**config.mk**
```make
export PLATFORM = sky130hd
export DESIGN_NAME = day_range_merge_table_core_flat
export DESIGN_NICKNAME = d
export VERILOG_FILES = /design/src/rtl/core/drm_pkg.sv /design/src/rtl/core/drm_channel_if.sv /design/src/rtl/core/day_range_merge_table_core.sv /design/src/rtl/core/drm_store.sv /design/src/rtl/core/drm_cmp.sv /design/src/flat_wrapper.sv
export SDC_FILE = /design/constraint.sdc
export NUM_CORES = 1
export LEC_CHECK = 0
export BUFFER_PORTS_ARGS = -buffer_cell sky130_fd_sc_hd__buf_2
export CAP_MARGIN = 20
export CORE_ASPECT_RATIO = 1.75
export CORE_UTILIZATION = 40
export CTS_BUF_LIST = sky130_fd_sc_hd__clkbuf_16
export CTS_CLUSTER_SIZE = 10
export DETAILED_ROUTE_END_ITERATION = 10
export PLACE_DENSITY = 0.64
export SETUP_SLACK_MARGIN = 0.2
export SLEW_MARGIN = 20
export SYNTH_ARGS = -nofsm -noshare
export SYNTH_HDL_FRONTEND = slang
export SYNTH_SLANG_ARGS = --single-unit
```
**constraint.sdc**
```tcl
create_clock -name clk -period 5.4 [get_ports clk]
set_input_delay 1.62 -clock clk [delete_from_list [all_inputs] [get_ports clk]]
set_output_delay 1.62 -clock clk [all_outputs]
set_load 0.01 [all_outputs]
```
**src/rtl/core/drm_pkg.sv**
```systemverilog
// ----------------------------------------------------------------------------
// Day-range merge table package
// Field widths, command and status codes, and the sequencer state type.
// ----------------------------------------------------------------------------
package drm_pkg;

    localparam int CMD_W       = 2;
    localparam int DAY_FIELD_W = 16;
    localparam int INDEX_W     = 4;
    localparam int STATUS_W    = 2;
    localparam int COUNT_W     = 5;

    localparam logic [CMD_W-1:0] CMD_INSERT = 2'd0;
    localparam logic [CMD_W-1:0] CMD_QUERY  = 2'd1;
    localparam logic [CMD_W-1:0] CMD_READ   = 2'd2;
    localparam logic [CMD_W-1:0] CMD_CLEAR  = 2'd3;

    localparam logic [STATUS_W-1:0] STATUS_DONE  = 2'd0;
    localparam logic [STATUS_W-1:0] STATUS_FULL  = 2'd1;
    localparam logic [STATUS_W-1:0] STATUS_RANGE = 2'd2;

    typedef enum logic [1:0] {
        ST_IDLE,
        ST_SCAN,
        ST_FETCH,
        ST_DONE
    } drm_state_t;

endpackage

```
**src/rtl/core/drm_channel_if.sv**
```systemverilog
// ----------------------------------------------------------------------------
// Day-range merge table channels
// Request and response channels with valid, ready and payload.
// ----------------------------------------------------------------------------
interface drm_req_if;
    logic                            valid;
    logic                            ready;
    logic [drm_pkg::CMD_W-1:0]       cmd;
    logic                            pool;
    logic [drm_pkg::DAY_FIELD_W-1:0] start_day;
    logic [drm_pkg::DAY_FIELD_W-1:0] end_day;
    logic [drm_pkg::INDEX_W-1:0]     entry_index;

    modport source (output valid, cmd, pool, start_day, end_day, entry_index, input ready);
    modport sink (input valid, cmd, pool, start_day, end_day, entry_index, output ready);
endinterface

interface drm_rsp_if;
    logic                            valid;
    logic                            ready;
    logic [drm_pkg::STATUS_W-1:0]    status;
    logic                            hit;
    logic [drm_pkg::DAY_FIELD_W-1:0] range_start;
    logic [drm_pkg::DAY_FIELD_W-1:0] range_end;
    logic [drm_pkg::COUNT_W-1:0]     entry_count;

    modport source (output valid, status, hit, range_start, range_end, entry_count, input ready);
    modport sink (input valid, status, hit, range_start, range_end, entry_count, output ready);
endinterface

```
**src/rtl/core/day_range_merge_table_core.sv**
```systemverilog
// ----------------------------------------------------------------------------
// Day-range merge table core
// Two tables of day ranges with merge-insert, containment query, read, clear.
// ----------------------------------------------------------------------------
// A request transfer carries a command, a table select, a day range and an
// entry index; every request yields exactly one response transfer with a
// status, a hit flag, the range read and the table's entry count.
// The block takes one request at a time and is not ready while it works.
// Insert and query walk the selected table one entry a cycle through a
// single compare unit fed by the registered read port of the entry memory,
// and stop early at the first entry that matches.
// A read passes through a fetch state before its response is built; a clear
// or an out-of-range read goes straight to the done state.
// The block is ready again in the same cycle that the response is offered.
// The response sits in an output register, so a stalled receiver holds only
// that register; the next request is taken while the response waits, and
// its result is held back until the output register is free.
// Reset clears both entry counts and the control state; the entry memory
// is not cleared, since only entries below a count are ever read.
// ----------------------------------------------------------------------------
module day_range_merge_table_core #(
    parameter int ENTRIES  = 16,
    parameter int DAY_BITS = 16
) (
    input  logic       clk,
    input  logic       rst_n,
    drm_req_if.sink    req,
    drm_rsp_if.source  rsp
);

    localparam int IDX_W  = $clog2(ENTRIES);
    localparam int CNT_W  = $clog2(ENTRIES + 1);
    localparam int ADDR_W = IDX_W + 1;
    localparam int EXT_W  = (DAY_BITS > drm_pkg::DAY_FIELD_W) ? DAY_BITS : drm_pkg::DAY_FIELD_W;
    localparam int CMP_W  = (CNT_W > drm_pkg::INDEX_W) ? CNT_W : drm_pkg::INDEX_W;
    localparam int IE_W   = (IDX_W > drm_pkg::INDEX_W) ? IDX_W : drm_pkg::INDEX_W;
    localparam int OC_W   = (CNT_W > drm_pkg::COUNT_W) ? CNT_W : drm_pkg::COUNT_W;

    drm_pkg::drm_state_t state_reg, state_next;

    logic [drm_pkg::CMD_W-1:0] cmd_reg, cmd_next;
    logic                      pool_reg, pool_next;
    logic [DAY_BITS-1:0]       s_reg, s_next;
    logic [DAY_BITS-1:0]       e_reg, e_next;
    logic [CNT_W-1:0]          cnt_reg [2];
    logic [CNT_W-1:0]          cnt_next [2];
    logic [CNT_W-1:0]          scan_reg, scan_next;
    logic                      pend_reg, pend_next;
    logic [IDX_W-1:0]          pend_idx_reg, pend_idx_next;

    logic [drm_pkg::STATUS_W-1:0] res_status_reg, res_status_next;
    logic                         res_hit_reg, res_hit_next;
    logic [DAY_BITS-1:0]          res_start_reg, res_start_next;
    logic [DAY_BITS-1:0]          res_end_reg, res_end_next;

    logic                            out_valid_reg, out_valid_next;
    logic [drm_pkg::STATUS_W-1:0]    out_status_reg, out_status_next;
    logic                            out_hit_reg, out_hit_next;
    logic [drm_pkg::DAY_FIELD_W-1:0] out_start_reg, out_start_next;
    logic [drm_pkg::DAY_FIELD_W-1:0] out_end_reg, out_end_next;
    logic [drm_pkg::COUNT_W-1:0]     out_count_reg, out_count_next;

    logic                mem_we;
    logic [ADDR_W-1:0]   mem_waddr;
    logic [DAY_BITS-1:0] mem_wstart;
    logic [DAY_BITS-1:0] mem_wend;
    logic                mem_re;
    logic [ADDR_W-1:0]   mem_raddr;
    logic [DAY_BITS-1:0] rd_start;
    logic [DAY_BITS-1:0] rd_end;

    logic                match;
    logic [DAY_BITS-1:0] mrg_start;
    logic [DAY_BITS-1:0] mrg_end;
    logic                merge_mode;

    logic                accept;
    logic                out_free;
    logic [CNT_W-1:0]    cur_cnt;
    logic                issue;
    logic                scan_hit;
    logic                scan_miss;
    logic [EXT_W-1:0]    in_s_ext;
    logic [EXT_W-1:0]    in_e_ext;
    logic [DAY_BITS-1:0] in_s;
    logic [DAY_BITS-1:0] in_e;
    logic [CMP_W-1:0]    idx_cmp;
    logic [CMP_W-1:0]    sel_cnt_cmp;
    logic                idx_bad;
    logic [IE_W-1:0]     idx_ext;
    logic [IDX_W-1:0]    idx_addr;
    logic [EXT_W-1:0]    rs_ext;
    logic [EXT_W-1:0]    re_ext;
    logic [OC_W-1:0]     cnt_ext;

    assign req.ready = (state_reg == drm_pkg::ST_IDLE);
    assign accept    = req.valid && req.ready;
    assign out_free  = !out_valid_reg || rsp.ready;

    assign cur_cnt   = cnt_reg[pool_reg];
    assign issue     = (scan_reg < cur_cnt);
    assign scan_hit  = pend_reg && match;
    assign scan_miss = !pend_reg && !issue;

    assign in_s_ext    = EXT_W'(req.start_day);
    assign in_e_ext    = EXT_W'(req.end_day);
    assign in_s        = in_s_ext[DAY_BITS-1:0];
    assign in_e        = in_e_ext[DAY_BITS-1:0];
    assign idx_cmp     = CMP_W'(req.entry_index);
    assign sel_cnt_cmp = CMP_W'(cnt_reg[req.pool]);
    assign idx_bad     = (idx_cmp >= sel_cnt_cmp);
    assign idx_ext     = IE_W'(req.entry_index);
    assign idx_addr    = idx_ext[IDX_W-1:0];

    assign rs_ext  = EXT_W'(res_start_reg);
    assign re_ext  = EXT_W'(res_end_reg);
    assign cnt_ext = OC_W'(cur_cnt);

    assign merge_mode = (cmd_reg == drm_pkg::CMD_INSERT);

    drm_store #(
        .ADDR_W   (ADDR_W),
        .DAY_BITS (DAY_BITS)
    ) u_store (
        .clk    (clk),
        .we     (mem_we),
        .waddr  (mem_waddr),
        .wstart (mem_wstart),
        .wend   (mem_wend),
        .re     (mem_re),
        .raddr  (mem_raddr),
        .rstart (rd_start),
        .rend   (rd_end)
    );

    drm_cmp #(
        .DAY_BITS (DAY_BITS)
    ) u_cmp (
        .merge_mode (merge_mode),
        .s          (s_reg),
        .e          (e_reg),
        .es         (rd_start),
        .ee         (rd_end),
        .match      (match),
        .new_start  (mrg_start),
        .new_end    (mrg_end)
    );

    always_comb
    begin
        state_next = state_reg;
        case (state_reg)
            drm_pkg::ST_IDLE:
            begin
                if (accept)
                begin
                    case (req.cmd)
                        drm_pkg::CMD_INSERT, drm_pkg::CMD_QUERY:
                        begin
                            state_next = drm_pkg::ST_SCAN;
                        end
                        drm_pkg::CMD_READ:
                        begin
                            state_next = idx_bad ? drm_pkg::ST_DONE : drm_pkg::ST_FETCH;
                        end
                        default:
                        begin
                            state_next = drm_pkg::ST_DONE;
                        end
                    endcase
                end
            end
            drm_pkg::ST_SCAN:
            begin
                if (scan_hit || scan_miss)
                begin
                    state_next = drm_pkg::ST_DONE;
                end
            end
            drm_pkg::ST_FETCH:
            begin
                state_next = drm_pkg::ST_DONE;
            end
            drm_pkg::ST_DONE:
            begin
                if (out_free)
                begin
                    state_next = drm_pkg::ST_IDLE;
                end
            end
            default:
            begin
                state_next = drm_pkg::ST_IDLE;
            end
        endcase
    end

    always_comb
    begin
        cmd_next        = cmd_reg;
        pool_next       = pool_reg;
        s_next          = s_reg;
        e_next          = e_reg;
        cnt_next[0]     = cnt_reg[0];
        cnt_next[1]     = cnt_reg[1];
        scan_next       = scan_reg;
        pend_next       = pend_reg;
        pend_idx_next   = pend_idx_reg;
        res_status_next = res_status_reg;
        res_hit_next    = res_hit_reg;
        res_start_next  = res_start_reg;
        res_end_next    = res_end_reg;
        out_valid_next  = out_valid_reg;
        out_status_next = out_status_reg;
        out_hit_next    = out_hit_reg;
        out_start_next  = out_start_reg;
        out_end_next    = out_end_reg;
        out_count_next  = out_count_reg;
        mem_we          = 1'b0;
        mem_waddr       = '0;
        mem_wstart      = '0;
        mem_wend        = '0;
        mem_re          = 1'b0;
        mem_raddr       = '0;

        if (out_valid_reg && rsp.ready)
        begin
            out_valid_next = 1'b0;
        end

        case (state_reg)
            drm_pkg::ST_IDLE:
            begin
                if (accept)
                begin
                    cmd_next        = req.cmd;
                    pool_next       = req.pool;
                    s_next          = in_s;
                    e_next          = in_e;
                    scan_next       = '0;
                    pend_next       = 1'b0;
                    res_status_next = drm_pkg::STATUS_DONE;
                    res_hit_next    = 1'b0;
                    res_start_next  = '0;
                    res_end_next    = '0;
                    case (req.cmd)
                        drm_pkg::CMD_READ:
                        begin
                            if (idx_bad)
                            begin
                                res_status_next = drm_pkg::STATUS_RANGE;
                            end
                            else
                            begin
                                mem_re    = 1'b1;
                                mem_raddr = {req.pool, idx_addr};
                            end
                        end
                        drm_pkg::CMD_CLEAR:
                        begin
                            cnt_next[0] = '0;
                            cnt_next[1] = '0;
                        end
                        default:
                        begin
                        end
                    endcase
                end
            end
            drm_pkg::ST_SCAN:
            begin
                pend_next     = issue;
                pend_idx_next = scan_reg[IDX_W-1:0];
                if (issue)
                begin
                    mem_re    = 1'b1;
                    mem_raddr = {pool_reg, scan_reg[IDX_W-1:0]};
                    scan_next = scan_reg + CNT_W'(1);
                end
                if (scan_hit)
                begin
                    res_hit_next = 1'b1;
                    pend_next    = 1'b0;
                    if (merge_mode)
                    begin
                        mem_we     = 1'b1;
                        mem_waddr  = {pool_reg, pend_idx_reg};
                        mem_wstart = mrg_start;
                        mem_wend   = mrg_end;
                    end
                end
                else if (scan_miss && merge_mode)
                begin
                    if (cur_cnt >= CNT_W'(ENTRIES))
                    begin
                        res_status_next = drm_pkg::STATUS_FULL;
                    end
                    else
                    begin
                        mem_we             = 1'b1;
                        mem_waddr          = {pool_reg, cur_cnt[IDX_W-1:0]};
                        mem_wstart         = s_reg;
                        mem_wend           = e_reg;
                        cnt_next[pool_reg] = cur_cnt + CNT_W'(1);
                    end
                end
            end
            drm_pkg::ST_FETCH:
            begin
                res_start_next = rd_start;
                res_end_next   = rd_end;
            end
            drm_pkg::ST_DONE:
            begin
                if (out_free)
                begin
                    out_valid_next  = 1'b1;
                    out_status_next = res_status_reg;
                    out_hit_next    = res_hit_reg;
                    out_start_next  = rs_ext[drm_pkg::DAY_FIELD_W-1:0];
                    out_end_next    = re_ext[drm_pkg::DAY_FIELD_W-1:0];
                    out_count_next  = cnt_ext[drm_pkg::COUNT_W-1:0];
                end
            end
            default:
            begin
            end
        endcase
    end

    always_ff @(posedge clk or negedge rst_n)
    begin
        if (!rst_n)
        begin
            state_reg     <= drm_pkg::ST_IDLE;
            cnt_reg[0]    <= '0;
            cnt_reg[1]    <= '0;
            pend_reg      <= 1'b0;
            out_valid_reg <= 1'b0;
        end
        else
        begin
            state_reg     <= state_next;
            cnt_reg[0]    <= cnt_next[0];
            cnt_reg[1]    <= cnt_next[1];
            pend_reg      <= pend_next;
            out_valid_reg <= out_valid_next;
        end
    end

    always_ff @(posedge clk)
    begin
        cmd_reg        <= cmd_next;
        pool_reg       <= pool_next;
        s_reg          <= s_next;
        e_reg          <= e_next;
        scan_reg       <= scan_next;
        pend_idx_reg   <= pend_idx_next;
        res_status_reg <= res_status_next;
        res_hit_reg    <= res_hit_next;
        res_start_reg  <= res_start_next;
        res_end_reg    <= res_end_next;
        out_status_reg <= out_status_next;
        out_hit_reg    <= out_hit_next;
        out_start_reg  <= out_start_next;
        out_end_reg    <= out_end_next;
        out_count_reg  <= out_count_next;
    end

    assign rsp.valid       = out_valid_reg;
    assign rsp.status      = out_status_reg;
    assign rsp.hit         = out_hit_reg;
    assign rsp.range_start = out_start_reg;
    assign rsp.range_end   = out_end_reg;
    assign rsp.entry_count = out_count_reg;

endmodule

```
**src/rtl/core/drm_store.sv**
```systemverilog
// ----------------------------------------------------------------------------
// Day-range merge table entry store
// Range memory for both tables, one write and one registered read a cycle.
// ----------------------------------------------------------------------------
module drm_store #(
    parameter int ADDR_W   = 5,
    parameter int DAY_BITS = 16
) (
    input  logic                clk,
    input  logic                we,
    input  logic [ADDR_W-1:0]   waddr,
    input  logic [DAY_BITS-1:0] wstart,
    input  logic [DAY_BITS-1:0] wend,
    input  logic                re,
    input  logic [ADDR_W-1:0]   raddr,
    output logic [DAY_BITS-1:0] rstart,
    output logic [DAY_BITS-1:0] rend
);

    localparam int DEPTH = 1 << ADDR_W;

    logic [2*DAY_BITS-1:0] mem [DEPTH];
    logic [2*DAY_BITS-1:0] rdata_reg;

    always_ff @(posedge clk)
    begin
        if (we)
        begin
            mem[waddr] <= {wstart, wend};
        end
    end

    always_ff @(posedge clk)
    begin
        if (re)
        begin
            rdata_reg <= mem[raddr];
        end
    end

    assign rstart = rdata_reg[2*DAY_BITS-1:DAY_BITS];
    assign rend   = rdata_reg[DAY_BITS-1:0];

endmodule

```
**src/rtl/core/drm_cmp.sv**
```systemverilog
// ----------------------------------------------------------------------------
// Day-range merge table compare unit
// Shared merge or containment test of one stored entry against the range.
// ----------------------------------------------------------------------------
module drm_cmp #(
    parameter int DAY_BITS = 16
) (
    input  logic                merge_mode,
    input  logic [DAY_BITS-1:0] s,
    input  logic [DAY_BITS-1:0] e,
    input  logic [DAY_BITS-1:0] es,
    input  logic [DAY_BITS-1:0] ee,
    output logic                match,
    output logic [DAY_BITS-1:0] new_start,
    output logic [DAY_BITS-1:0] new_end
);

    logic [DAY_BITS:0] ee_inc;
    logic [DAY_BITS:0] e_inc;
    logic              apart;
    logic              covered;

    // The touch test is done one bit wider so that a day at the top of the
    // range still counts as adjacent.
    assign ee_inc  = {1'b0, ee} + {{DAY_BITS{1'b0}}, 1'b1};
    assign e_inc   = {1'b0, e} + {{DAY_BITS{1'b0}}, 1'b1};
    assign apart   = ({1'b0, s} > ee_inc) || (e_inc < {1'b0, es});
    assign covered = (s >= es) && (e <= ee);

    assign match     = merge_mode ? !apart : covered;
    assign new_start = (s < es) ? s : es;
    assign new_end   = (e > ee) ? e : ee;

endmodule

```
**src/flat_wrapper.sv**
```systemverilog
// flat-port wrapper written by rule: the top's interface ports become plain ports
module day_range_merge_table_core_flat 
#(
    parameter int ENTRIES  = 16,
    parameter int DAY_BITS = 16
)
  (clk, rst_n, req_valid, req_cmd, req_pool, req_start_day, req_end_day, req_entry_index, req_ready, rsp_valid, rsp_status, rsp_hit, rsp_range_start, rsp_range_end, rsp_entry_count, rsp_ready);
  drm_req_if req_i ();
  drm_rsp_if rsp_i ();
  input  logic clk;
  input  logic rst_n;
  input wire logic [$bits(req_i.valid)-1:0] req_valid;
  input wire logic [$bits(req_i.cmd)-1:0] req_cmd;
  input wire logic [$bits(req_i.pool)-1:0] req_pool;
  input wire logic [$bits(req_i.start_day)-1:0] req_start_day;
  input wire logic [$bits(req_i.end_day)-1:0] req_end_day;
  input wire logic [$bits(req_i.entry_index)-1:0] req_entry_index;
  output wire logic [$bits(req_i.ready)-1:0] req_ready;
  output wire logic [$bits(rsp_i.valid)-1:0] rsp_valid;
  output wire logic [$bits(rsp_i.status)-1:0] rsp_status;
  output wire logic [$bits(rsp_i.hit)-1:0] rsp_hit;
  output wire logic [$bits(rsp_i.range_start)-1:0] rsp_range_start;
  output wire logic [$bits(rsp_i.range_end)-1:0] rsp_range_end;
  output wire logic [$bits(rsp_i.entry_count)-1:0] rsp_entry_count;
  input wire logic [$bits(rsp_i.ready)-1:0] rsp_ready;
  assign req_i.valid = req_valid;
  assign req_i.cmd = req_cmd;
  assign req_i.pool = req_pool;
  assign req_i.start_day = req_start_day;
  assign req_i.end_day = req_end_day;
  assign req_i.entry_index = req_entry_index;
  assign req_ready = req_i.ready;
  assign rsp_valid = rsp_i.valid;
  assign rsp_status = rsp_i.status;
  assign rsp_hit = rsp_i.hit;
  assign rsp_range_start = rsp_i.range_start;
  assign rsp_range_end = rsp_i.range_end;
  assign rsp_entry_count = rsp_i.entry_count;
  assign rsp_i.ready = rsp_ready;
  day_range_merge_table_core #(.ENTRIES(ENTRIES), .DAY_BITS(DAY_BITS)) u_core (.clk(clk), .rst_n(rst_n), .req(req_i), .rsp(rsp_i));
endmodule
```
* Yosys cells after proc, flatten, opt, wreduce, memory -nomap -nowiden
Memories as Yosys holds them, arrays and structs flattened. A register that Yosys moved wholly into a read port is not among the register bits.
Index checks and enable logic that the tools add are counted.
** Operators by class
- Add/subtract/negate cells :: 4
- Magnitude comparators :: 12
- Eq/ne operators :: 16
- Mux-type cells :: 77
- Bitwise gates (word level) :: 2
- Reduce and logical (&&, ||, !) cells :: 29
** Operators by type and width (count)
- 16-bit 2-to-1 mux :: 13
- 5-bit 2-to-1 mux :: 18
- 16-bit one-hot mux with 2 select lines :: 2
- 10-bit 2-to-1 mux :: 5
- 16-bit by 1-bit adder with 17-bit output (second input constant) :: 2
- 10-bit one-hot mux with 2 select lines :: 1
- 5-bit one-hot mux with 2 select lines :: 2
- 1-bit 2-to-1 mux :: 19
- 2-bit 2-to-1 mux :: 9
- 16-bit by 17-bit greater-than comparator with 1-bit output :: 1
- 17-bit by 16-bit < comparator with 1-bit output :: 1
- 16-bit >= comparator :: 1
- 16-bit greater-than comparator :: 1
- 16-bit <= comparator :: 1
- 16-bit < comparator :: 1
- 2-bit by 1-bit != test with 1-bit output (second input constant) :: 6
- 5-bit by 1-bit adder with 5-bit output (second input constant) :: 2
- 10-bit bitwise mux :: 1
- 3-bit AND reduction :: 3
- 2-bit == test (second input constant) :: 4
- 2-bit != test (second input constant) :: 4
- 2-bit one-hot mux with 2 select lines :: 2
- 2-bit one-hot mux with 4 select lines :: 1
- 2-bit AND reduction :: 4
- other kinds (17) :: 36
** Storage, ports and cells
- Flip-flop bits (word level) :: 133
- RAM bits :: 1024
- Input bits :: 43
- Output and inout bits :: 42
- Logic and storage cells :: 161
- Memories :: 1
** Memories
- u_core.u_store.mem :: depth 32, bits a word 32, rd ports 1, clocked after Yosys merged registers in 1, wr ports 1, line drm_store.sv:22 : logic [2*DAY_BITS-1:0] mem [DEPTH];

* Longest topological paths before layout
Gate-level depths: netlist of run 1.
- Depth after elaboration :: 13
- Gate-level depth with buffers :: 18
- Gate-level depth less buffers :: 15

* Cells and area by module
A second synthesis of run 1 with hierarchy kept.
** Unflattened totals
- Cell total of the unflattened synthesis :: 2941
- Area total of the unflattened synthesis :: 48706.7 sq um
** By module, submodules not included
- drm_store :: times used 1, cells each 2260, area an instance 40812.9 sq um, sequential area each 31710.4 sq um
- day_range_merge_table_core :: times used 1, cells each 363, area an instance 5561.6 sq um, sequential area each 3923.8 sq um
- drm_cmp :: times used 1, cells each 318, area an instance 2332.2 sq um, sequential area each 0.0 sq um

* Least setup slack after synthesis of run 1
OpenSTA, ideal clock, no wires.
- Path kind :: register -> register
- From :: reg u_core.u_store.rdata_reg[2], read port of u_core.u_store.mem
- To :: mem u_core.u_store.mem[24][0] (netlist bit), enable pin
- Library setup time :: 468 ps
- Data arrival time :: 5473 ps
- Required time :: 4932 ps
- Slack :: -541 ps
- Cell stages (with the launch flop) :: 18
- Path buffers :: 2
- Clock period less this slack :: 5941 ps
- Cell sequence :: edfxtp_1 -> buf_4 -> and4_1 -> and3_4 -> nand4_1 -> nor4_1 -> xnor2_1 -> ha_1 -> a21o_1 -> a21oi_1 -> nor2b_1 -> o2111ai_1 -> a41o_1 -> nor3b_2 -> buf_6 -> a32o_1 -> o21ai_1 -> nor3b_1
** On the way
- Longest elaborated chain between the ends :: 10
- Elaborated cells on any way between the ends :: 14
- Those cells by class :: add/sub (1); order compare (2); mux (7); reduce/logical (4)
** Ends and longest elaborated chain
- from (decl) :: line drm_store.sv:23 : logic [2*DAY_BITS-1:0] rdata_reg;
- 16-bit by 1-bit adder with 17-bit output :: line drm_cmp.sv:25 : assign ee_inc = {1'b0, ee} + {{DAY_BITS{1'b0}}, 1'b1};
- 16-bit by 17-bit greater-than comparator with 1-bit output :: line drm_cmp.sv:27 : assign apart = ({1'b0, s} > ee_inc) || (e_inc < {1'b0, es});
- 1-bit logical OR :: line drm_cmp.sv:27
- 1-bit zero test :: line drm_cmp.sv:30 : assign match = merge_mode ? !apart : covered;
- 1-bit 2-to-1 mux (*) :: line drm_cmp.sv:30
- 1-bit logical AND (*) :: line day_range_merge_table_core.sv:102 : assign scan_hit = pend_reg && match;
- 1-bit 2-to-1 mux :: line day_range_merge_table_core.sv:280 : if (scan_hit)
- 1-bit 2-to-1 mux :: line day_range_merge_table_core.sv:231 : case (state_reg)
- 1-bit 2-to-1 mux :: line drm_store.sv:27 : if (we)
- 1-bit 2-to-1 mux (not written as such) :: line drm_store.sv:29 : mem[waddr] <= {wstart, wend};
- to (decl) :: line drm_store.sv:22
Every way passes the cells marked *; elsewhere a longest branch is shown, timed or not.

* Worst setup path after layout of run 1
- From :: reg u_core.u_store.rdata_reg[11], read port of u_core.u_store.mem
- To :: mem u_core.u_store.mem[14][27] (netlist bit), enable pin
The elaborated chain is that of the path after synthesis.

==> impl_metrics.toml, run 1 <==
[clock_tree]
clk_pin_slew_ns = 0.06
clk_latency_ns = 0.74
cts_root_buf = "clkbuf_16"
cts-htree-levels = 4
cts_buffers = 136
cts_tree = "done"
post_cts_buffers = 0
cts_resized = 0
clock_path_buffers = 3
cts.sinks = 1189
cts_hold_buf = 0

[worst_setup_path]
cp.required_ns = 5.83
worstSetupStartpoint = "u_core.u_store.rdata_reg[11]$_DFFE_PP_"
r2r-start = "u_core.u_store.rdata_reg[11]$_DFFE_PP_"
r2r_setup_slack_ns = 0.40
worst-setup-path-type = "flip-flop to flip-flop"
critPathLaunchType = "flip-flop"
arrival_ns = 5.43
ff2ff_path_depth = 14
crit_path_end_kind = "flip-flop"
r2r-end = "u_core.u_store.mem[14][27]$_DFFE_PP_"
critPathMaxFanout = 7

[floorplan]
die_w_um = 264.4
rows = 168
die_y_um = 461.1
core_sq_um = 119600
start_util_pct = 40.28
ios = 85
die_area_sq_um = 121900

[pwr]
ir_worst_vdd_mv = 0.3414
p_leak_nw = 19.36
p_per_area_nw_per_um2 = 441.9

[logic_synthesis]
synth.largest_area_cell = "edfxtp_1"
synthesis.area_sq_um = 48180
ys_types = 65
synthCells = 3471
async_reset_ff_share_pct = 1.177
synth-main-ff-cell = "edfxtp_1"
ys_seq_area_share_pct = 73.96
yosys_warnings = 0
synth_top_area_share_pct = 73.24
synthTopCellsByArea = "edfxtp_1, nand2_1, nand3_1"
synth_edf_count = 1175
synth.avg_cell_area_sq_um = 13.88
syn_nets = 3593
ys_seq_elements = 1189

[sta]
final_hold_viol_count = 0
layout_worst_path_cycle_share_pct = 92.66
final-setup-viol-count = 0
worst-slew-pin-transition_ns = 1.008
slew_headroom_pct = 32.80
rsz0062_at_grt = "false"
fmax_mhz = 199.9
min_period_ns = 5.003
fin_ws_ns = 0.3965
clock_skew_ns = 0.03310
final_max_slew_viol_count = 0

[global_route]
grt_pass1_wl_mm = 202.4
grt-ovfl-total = 0
grt_max_degree = 68
grt.total_usage_pct = 22.97
antenna_found_initial = 6
grt_pass1_vias = 30340

[drt]
drtAntennaViolNets = 0
drt_iter0_markers = 3385
drc = 0
routedWlPerCell_um = 26.78
dr.pass1.iters = 6
dr_total_vias = 30693
vias_per_cell = 5.827
totalWireLength_mm = 141.0

[placed_design]
hpwlAfterDp_mm = 81.55
portBuffers = 84
globalplace.congestion = 0.9315
post-place-ws_ns = -0.1637

[run]
drv_cap = 0

[min_path]
hold-path-cell-count = 0
hold_class = "flip-flop to flip-flop"
min_to = "u_core.rsp.hit$_DFFE_PP_"
worstHoldStart = "u_core.res_hit_reg$_DFFE_PP_"

[layout]
nets = 3838
final_common_cell = "edfxtp_1"
largest_reg_flops = 1024
area_delta_synth_final_pct = 17.12
drive_gt1_share_pct = 13.92
fin_util_pct = 47.18
layout_common_cells = "edfxtp_1, nand2_1, nand3_1, clkbuf_16, buf_4"

[run_status]
status = "complete, no violations"
==> through the flow <==
step                      cells  power (mW)  TNS, ns  hold WS, ns  area [sq um]
after floorplan            3471       14.63   -30.36       0.4003         48200
after global placement     5106       16.92   -2.416       0.4007         52720
after detailed placement   5107       17.01  -0.3772       0.4045         52730
after CTS                  5264       24.98        0       0.4146         56400
after global routing       5266       25.74        0       0.4183         56430
final                      5267       24.94        0       0.4129         56430
==> final cells by class <==
| type | count | area [sq um] |
|---|---|---|
| Clock buffer | 142 | 3553 |
| Tap cell | 1530 | 1914 |
| Fill cell | 10084 | 63180 |
| Clock inverter | 15 | 115.1 |
| Inverter | 50 | 187.7 |
| Antenna cell | 2 | 5.005 |
| Sequential cell | 1189 | 35630 |
| Timing Repair Buffer | 302 | 3131 |
| Multi-Input combinational cell | 2037 | 11890 |
==> critical path, stage by stage, from the launching register on <==
cell       delay, ns
edfxtp_1        0.70
nand4_1         0.47
nor2_1          0.25
xnor2_1         0.16
ha_1            0.27
a21o_1          0.16
a21oi_1         0.16
nor2b_1         0.18
o2111ai_1       0.13
a41o_1          0.23
nor3b_2         0.38
a22oi_1         0.17
or3b_1          0.62
nor2_4          0.53
buf_4           0.27
==> routing by layer <==
| metal | GRT usage (%) | vias up | part of all wire, % |
|---|---|---|---|
| li1 | - | 13458 | - |
| met3 | 2.864 | 401 | 6.8 |
| met1 | 25.50 | 15318 | 35 |
| met5 | 0 | - | 0.0064 |
| met2 | 41.76 | 1514 | 52 |
| met4 | 13.96 | 2 | 6.2 |
==> power by group <==
part,internal [mW],switching (mW),total [mW],leakage (nW)
Sequential,11.0,0.418,11.5,10.9
Clock,4.63,3.41,8.04,1.83
Combinational,1.87,3.57,5.45,6.59
Total,17.5,7.40,24.9,19.4
==> synthesized netlist by cell type (4+ instances only) <==
cell type,count
ha_1,79
nand4_1,48
mux2_2,7
a32oi_1,98
nor3_1,10
mux2i_1,103
o21a_1,5
inv_1,49
a21oi_1,31
o21ai_0,30
a31oi_1,100
xnor2_1,25
nor2b_1,13
o31ai_1,7
clkbuf_1,154
nand3_1,342
a2111oi_0,32
edfxtp_1,1175
nand2_1,869
and2_1,46
o211ai_1,4
nor2_1,40
and3_1,6
dfrtp_1,14
a22o_1,40
a21o_1,23
nor2_2,6
nand2b_1,13
buf_1,9
xor2_1,6
buf_2,29
==> cell families after synthesis <==
logic type,after synthesis,synth area share (%)
AO/OA/AOI/OAI,400,6.222
flip-flops,1189,73.96
multiplexers,110,2.304
AND/OR/NAND/NOR,1417,12.87
adder cells (fa/ha/maj),79,2.052
buffers and inverters,245,2.023
XOR/XNOR,31,0.5635
==> how the worst max path moves through the flow <==
stage | endpoint | slack [ns]
after floorplan | u_core.u_store.mem[11][0]$_DFFE_PP_ | -0.47
after global placement | u_core.u_store.rdata_reg[5]$_DFFE_PP_ | -1.64
after detailed placement | u_core.u_store.rdata_reg[11]$_DFFE_PP_ | -0.16
after CTS | u_core.u_store.mem[14][27]$_DFFE_PP_ | 0.38
after global routing | u_core.u_store.mem[2][8]$_DFFE_PP_ | 0.21
final | u_core.u_store.mem[14][27]$_DFFE_PP_ | 0.40
Note: power is estimated with default switching activity, not from simulation.
==> inputs of run 2 (changes only) <==
--- a/config.mk
+++ b/config.mk
@@ -5,6 +5,7 @@
 export SDC_FILE = /design/constraint.sdc
 export NUM_CORES = 1
 export LEC_CHECK = 0
+export ABC_AREA = 1
 export BUFFER_PORTS_ARGS = -buffer_cell sky130_fd_sc_hd__buf_2
 export CAP_MARGIN = 20
 export CORE_ASPECT_RATIO = 1.75
==> run 2 against run 1 <==
- global-route usage shrank 0.81 points
- sequential share of layout area shrank 4.3 points
- largest cell class unchanged
- via count grew 21%
==> impl_metrics.toml, run 2 <==
[min_path]
worstHoldStart = "u_core.re_ext[1]$_SDFFCE_PN0P_"
hold_class = "flip-flop to flip-flop"
hold-path-cell-count = 0

[sta]
final_max_slew_viol_count = 0
clock_skew_ns = 0.03045
slew_headroom_pct = 39.20
final-setup-viol-count = 0
rsz0062_at_grt = "true"
worst-slew-pin-transition_ns = 0.9120
final_hold_viol_count = 0
fin_tns_setup_ns = 0
fmax_mhz = 198.2
layout_worst_path_cycle_share_pct = 93.44
min_period_ns = 5.046

[worst_setup_path]
cp.required_ns = 5.85
ff2ff_path_depth = 20
cp_num_buf_inv = 2
crit_family = "simple AND/OR/NAND/NOR gates"
critPathLaunchType = "flip-flop"
worstSetupStartpoint = "u_core.e_reg[2]$_DFFE_PP_"
r2r-start = "u_core.e_reg[2]$_DFFE_PP_"
r2r-end = "u_core.u_store.mem[10][26]$_DFFE_PP_"
arrival_ns = 5.50
crit_path_end_kind = "flip-flop"
critPathMaxFanout = 7
worst-setup-path-type = "flip-flop to flip-flop"
crit_path_max_incr_delay_ns = 0.49
crit_top_cell = "nand3_1"
path_depth = 20
cp_slowest_cell = "edfxtp_1"
cp_cell_sequence = "nand3_1 > nand3b_1 > nor3b_1 > nand3_1 > nand3b_1 > nor2_1 > nand3_1 > xnor2_1 > ha_1 > nand3_1 > nor2_1 > nand3_1 > nand3_1 > nand4_4 > o21bai_2 > inv_1 > nor2_1 > nand2_1 > nor2_4 > buf_4"
critPathCapture = "u_core.u_store.mem[10][26]$_DFFE_PP_"
r2r_setup_slack_ns = 0.35

[clock_tree]
cts_tree = "done"
cts.sinks = 1189
cts-htree-levels = 4
clk_latency_ns = 0.78
clock_path_buffers = 3
cts_buffers = 137
cts_root_buf = "clkbuf_16"
clk_pin_slew_ns = 0.05

[floorplan]
die_y_um = 485.0
die_area_sq_um = 134800
rows = 176
start_util_pct = 40.42
core_sq_um = 131900
die_w_um = 278.0
ios = 85

[drt]
totalWireLength_mm = 150.7
wl_met1_mm = 55.58
dr_total_vias = 37045
wl_met2_mm = 79.11
routedWlPerCell_um = 22.35
vias_per_cell = 5.493
top_layer_used = "met4"
dr.pass1.iters = 9
drc = 0
dr_wl_met3_mm = 9.170
drt_iter0_markers = 3693
drtAntennaViolNets = 0

[layout]
final_common_cell = "nand2_1"
seq_area_sq_um = 35630
area_delta_synth_final_pct = 13.61
num-fill-cells = 11761
layout_common_cells = "nand2_1, edfxtp_1, nand3_1, inv_1, nand3b_1"
multi_input_comb_area_sq_um = 14900
nets = 5149
fin_area_sq_um = 60570
drive_gt1_share_pct = 10.29
largest_reg_flops = 1024

[logic_synthesis]
yosysMostFrequentCell = "nand2_1"
synth.largest_area_cell = "edfxtp_1"
ys_seq_elements = 1189
async_reset_ff_share_pct = 1.177
ys_types = 44
synthTopCellsByCount = "nand2_1, edfxtp_1, nand3_1"
synth_top_area_share_pct = 66.18
syn_nets = 5021
ys_seq_area_share_pct = 66.84
synthesis.area_sq_um = 53310
synth_edf_count = 1175
synth-main-ff-cell = "edfxtp_1"
synth.avg_cell_area_sq_um = 10.88
yosys_warnings = 0
synthCells = 4899
synthTopCellsByArea = "edfxtp_1, nand2_1, nand3_1"

[global_route]
grt_pass1_vias = 36190
antenna_found_initial = 1
grt.total_usage_pct = 22.16
grt_pass1_wl_mm = 224.9
grt_max_degree = 140
grt-ovfl-total = 0

[placed_design]
portBuffers = 84
globalplace.congestion = 0.9739
placed_area_sq_um = 56690
hpwlAfterDp_mm = 89.03

[run_status]
status = "complete, no violations"

[pwr]
p_leak_nw = 23.74
p_per_area_nw_per_um2 = 472.3
ir_worst_vdd_mv = 0.3601

[run]
drv_cap = 0
run 2: per-stage QoR:
| stage | util (%) | setup slack (ns) | hold WS (ns) | instances | total power [mW] |
|---|---|---|---|---|---|
| detailed placement | 42.98 | 0.4839 | 0.4045 | 6565 | 20.48 |
| global route | 45.92 | 0.1469 | 0.4162 | 6744 | 29.96 |
| floorplan | - | 0.5627 | 0.4003 | 4899 | 17.41 |
| CTS | 45.82 | 0.4300 | 0.4134 | 6729 | 28.65 |
| global placement | 42.98 | 0.5242 | 0.4008 | 6565 | 20.42 |
| finish | 45.92 | 0.3544 | 0.4141 | 6744 | 28.61 |
run 2: how the worst min path moves through the flow:
stage | end | slack, ns
CTS | u_core.rsp.range_end[1]$_DFFE_PP_ | 0.41
global placement | u_core.rsp.range_end[1]$_DFFE_PP_ | 0.40
global route | u_core.rsp.range_end[1]$_DFFE_PP_ | 0.42
floorplan | u_core.rsp.hit$_DFFE_PP_ | 0.40
detailed placement | u_core.rsp.range_end[3]$_DFFE_PP_ | 0.40
finish | u_core.rsp.range_end[1]$_DFFE_PP_ | 0.41
run 2: worst register-to-register path, delay by kind of cell, from the launching register on:
family | cells | cell delay [ns]
AO/OA/AOI/OAI | 1 | 0.20
AND/OR/NAND/NOR | 15 | 3.22
XOR/XNOR | 1 | 0.17
flip-flops | 1 | 0.49
buffers and inverters | 2 | 0.34
adder cells (fa/ha/maj) | 1 | 0.31
run 2: cells by family (layout without fill, tap and decap cells):
| group | Yosys count | count (layout) | synth area share (%) |
|---|---|---|---|
| mux | 1 | 1 | 0.01878 |
| xor+xnor | 30 | 30 | 0.4928 |
| buf+inv | 675 | 828 | 5.926 |
| compound gates | 139 | 139 | 1.521 |
| simple gates | 2786 | 2786 | 23.35 |
| other cells | 0 | 1 | 0 |
| fa+ha+maj | 79 | 79 | 1.854 |
| flops | 1189 | 1189 | 66.84 |
run 2: per-layer routing:
layer / track usage (%) / vias up
li1: - / 16989
met1: 25.36 / 18125
met2: 40.19 / 1562
met3: 2.969 / 369
met4: 11.12 / 0
met5: 0 / -
run 2: repair_timing:
item	4_1_cts	5_1_grt
gates resized for setup	0	3
buffers inserted	0	14
hold buffers	0	0
endpoints found under the setup margin	0	227
run 2: cell type report:
cell class	instances	area share, %
repair buffers	278	4.475
inverters	386	2.403
well taps	1691	3.493
multi-input cells	3035	24.61
clock inverters	21	0.2768
diodes	1	0.004132
clock buffers	143	5.908
flip-flops and latches	1189	58.83
run 2: power by group:
group	switching (mW)	internal (mW)
Combinational	6.18	2.70
Sequential	0.466	11.1
Clock	3.47	4.71
